`src/rtl/min_heap_priority_queue_defines.svh`:
```
// Assertion macros for the heap queue
`ifndef MIN_HEAP_PRIORITY_QUEUE_DEFINES_SVH
`define MIN_HEAP_PRIORITY_QUEUE_DEFINES_SVH

`ifndef NO_ASSERTIONS
`define MHPQ_ASSERT_ALWAYS(label, expr, msg) \
    label: assert property (@(posedge clk) disable iff (!rst_n) (expr)) else $error(msg);
`define MHPQ_ASSERT_IMPLY(label, cond, expr, msg) \
    label: assert property (@(posedge clk) disable iff (!rst_n) (cond) |-> (expr)) \
        else $error(msg);
`define MHPQ_ASSERT_NEXT(label, cond, expr, msg) \
    label: assert property (@(posedge clk) disable iff (!rst_n) (cond) |=> (expr)) \
        else $error(msg);
`else
`define MHPQ_ASSERT_ALWAYS(label, expr, msg)
`define MHPQ_ASSERT_IMPLY(label, cond, expr, msg)
`define MHPQ_ASSERT_NEXT(label, cond, expr, msg)
`endif

`endif

```
`src/rtl/mhpq_pkg.sv`:
```
package mhpq_pkg;

    localparam int KEY_W = 32;
    localparam int OCC_W = 8;

    typedef logic [KEY_W-1:0] key_t;
    typedef logic [1:0]       status_t;

    localparam logic    OP_INSERT = 1'b0;
    localparam logic    OP_REMOVE = 1'b1;

    localparam status_t ST_OK    = 2'd0;
    localparam status_t ST_FULL  = 2'd1;
    localparam status_t ST_EMPTY = 2'd2;

endpackage

```
`src/rtl/mhpq_ram.sv`:
```
module mhpq_ram #(
    parameter int DEPTH = 128,
    parameter int AW    = 7
) (
    input  logic              clk,
    input  logic              we,
    input  logic [AW-1:0]     waddr,
    input  mhpq_pkg::key_t    wdata,
    input  logic [AW-1:0]     raddr_a,
    input  logic [AW-1:0]     raddr_b,
    output mhpq_pkg::key_t    rdata_a,
    output mhpq_pkg::key_t    rdata_b
);

    mhpq_pkg::key_t mem [DEPTH];

    always_ff @(posedge clk)
    begin
        if (we)
        begin
            mem[waddr] <= wdata;
        end
        rdata_a <= mem[raddr_a];
        rdata_b <= mem[raddr_b];
    end

endmodule

```
`config.mk`:
```
export PLATFORM = sky130hd
export DESIGN_NAME = mhpq_ram
export DESIGN_NICKNAME = d
export VERILOG_FILES = /design/src/rtl/min_heap_priority_queue_defines.svh /design/src/rtl/mhpq_pkg.sv /design/src/rtl/mhpq_ram.sv
export SDC_FILE = /design/constraint.sdc
export NUM_CORES = 2
export LEC_CHECK = 0
export ABC_CLOCK_PERIOD_IN_PS = 5250
export BUFFER_PORTS_ARGS = -buffer_cell sky130_fd_sc_hd__clkbuf_2
export CELL_PAD_IN_SITES_DETAIL_PLACEMENT = 0
export CELL_PAD_IN_SITES_GLOBAL_PLACEMENT = 2
export CORE_AREA = 2 2 797 799
export DETAILED_ROUTE_END_ITERATION = 10
export DIE_AREA = 0 0 799 801
export PLACE_DENSITY_LB_ADDON = 0.1
export SYNTH_ARGS = -nofsm -noshare
export SYNTH_HDL_FRONTEND = slang
export SYNTH_SLANG_ARGS = --single-unit
export TNS_END_PERCENT = 5
```
`constraint.sdc`:
```
create_clock -name clk -period 5.25 [get_ports clk]
set_input_delay 1.05 -clock clk [delete_from_list [all_inputs] [get_ports clk]]
set_output_delay 1.05 -clock clk [all_outputs]
set_load 0.005 [all_outputs]
```
==> reports/metrics.cfg <==
[critical_path]
r2r_cells=4
crit_end=rdata_a[8]$_DFF_P_
setup.worst_path.start_class=input pin
crit_start=raddr_a[2]
rrSetupSlack_ns=2.45
path_max_fanout=19
critical_path_class=in -> reg
worstPathArrival_ns=4.61
r2r_start=mem[69][8]$_DFFE_PP_
crit-reg2reg-capture=rdata_a[8]$_DFF_P_
endpoint_kind=register
cp_data_required_time_ns=6.14

[pwr]
leakagePower_uw=0.0670
vdd.ir_drop.worst_uv=277
cellPowerDensity_mw_per_mm2=349

[yosys]
synthesis.nets=7756
yosysSeqAreaShare_pct=65.8
synthCells=7701
synth_seq_cells=4160
synth_area_sq_mm=0.189
netlist-cell-type-count=17
syn_area_per_cell_sq_um=24.5
yosys_warnings=0

[routing]
via_per_inst=5.82
vias=99800
drtIter0Drc=13600
drt_pass1_iterations=6
drcViolationCount=0
wire_per_inst_microns=44.8
ant_nets=0
wl_mm=769

[cts]
worst_setup_hold_path_clk_slew_ns=0.06
postCtsSetupBuffers=0
cts-resized-gates=0
cts_tree=built
cts.sinks=4160
cts_made_buffers=485
insertion_delay_ns=1.08
cts_root_buffer=clkbuf_16
ctsHoldBuffers=0
clk_path_buf_depth=4
htree_levels=5

[sta]
slew_violations=0
worst_pin_slew_ns=1.25
max-slew-margin-rel_pct=16.7
fin_tns_setup_ns=0
post-route-period-util_pct=70.9
fin_crit_ns=3.72
fmax_mhz=269
rsz0062_at_grt=false
setup_viol=0
finalHoldViolations=0
finClkSkew_ns=0.0716

[cells_and_area]
fin_util_pct=35.2
final_common_cell=edfxtp_1
area_growth_pct=17.6
layout_common_cells=edfxtp_1 (4096), mux4_2 (2688), clkbuf_16 (491)
drive_above_1_share_pct=49.1
nets=8333

[place]
globalplace.congestion=0.772
numPortBuffers=118
dp_hpwl_mm=443

[global_route]
grt_overflow=0
grt_max_degree=129
grt_pass1_wl_mm=1010
track_usage_pct=23.7
antenna_found_initial=115
grt_pass1_vias=104000

[min_path]
min_path_cells=1
worstHoldPathType=in -> reg

[die]
core_sq_mm=0.631
die_h_microns=801
start_util_pct=29.9
die_area_sq_mm=0.640
die_w_microns=799
ios=119
rows=292

[outcome]
status=finished, final reports clean

[run]
maxCapViolCount=0

## sequential cells by signal, summed over array words and instances, names as in the netlist
register / flops
mem: 4096
rdata_b: 32
rdata_a: 32
## through the flow
step | cell area [sq um] | total power (uW) | hold slack, ns | instances | setup WS, ns
global route | 222000 | 79700 | 0.500 | 17100 | 1.59
finish | 222000 | 77500 | 0.525 | 17200 | 1.53
CTS | 222000 | 78300 | 0.435 | 17100 | 1.58
floorplan | 189000 | 40900 | 1.09 | 7701 | 0.961
detailed placement | 206000 | 44200 | 1.14 | 16200 | 0.475
global placement | 206000 | 44100 | 1.12 | 16200 | 0.462
## critical path, stage by stage
cell,delay (ns)
buf_8,0.38
buf_12,0.32
buf_4,0.32
buf_4,0.29
mux4_2,0.34
mux4_2,0.54
mux4_2,0.70
mux2_2,0.47
## worst min-delay path by stage
stage	start	end	slack (ns)
floorplan	mem[36][0]$_DFFE_PP_	rdata_a[0]$_DFF_P_	1.09
global placement	mem[124][22]$_DFFE_PP_	rdata_a[22]$_DFF_P_	1.12
detailed placement	mem[124][22]$_DFFE_PP_	rdata_a[22]$_DFF_P_	1.14
CTS	wdata[2]	mem[55][2]$_DFFE_PP_	0.44
global route	wdata[2]	mem[36][2]$_DFFE_PP_	0.50
finish	wdata[2]	mem[36][2]$_DFFE_PP_	0.53
## where the power goes
group	leakage, uW	switching [uW]	internal, uW	total (uW)
Sequential	0.0374	362	36700	37100
Combinational	0.0220	3570	2740	6310
Clock	0.00773	14300	19800	34100
Total	0.0670	18300	59200	77500
## metal layers
layer | share of wire, % | vias up | GRT usage [%]
met5 | 0.031 | - | 0
met4 | 3.1 | 36 | 6.53
met3 | 7.1 | 1030 | 4.20
met2 | 48 | 4557 | 38.9
met1 | 41 | 57500 | 32.6
li1 | - | 36700 | -
## area by class of cell
type,instances,area (sq um)
Fill cell,57400,409000
Sequential cell,4160,124000
Multi-Input combinational cell,2922,62900
Clock buffer,635,13000
Tap cell,8379,10500
Timing Repair Buffer,709,8350
Clock inverter,277,2760
Antenna cell,72,180
## cells by family after synthesis
family	synth area share [%]
and+or+nand+nor	0.369
muxes	32.5
buffers and inverters	1.34
DFF	65.8
## cell usage after synthesis (all sizes together)
master / instances / area (sq um)
nand2b: 2 / 12.5
nor2: 122 / 458
nor2b: 7 / 43.8
clkbuf: 365 / 1370
nand4: 3 / 18.8
nand2: 14 / 52.6
nand3: 12 / 60.1
mux2: 64 / 721
buf: 254 / 1160
edfxtp: 4096 / 123000
dfxtp: 64 / 1280
or3: 1 / 6.26
nor3: 9 / 45.0
mux4: 2688 / 60500
(Power assumes the default switching activity.)
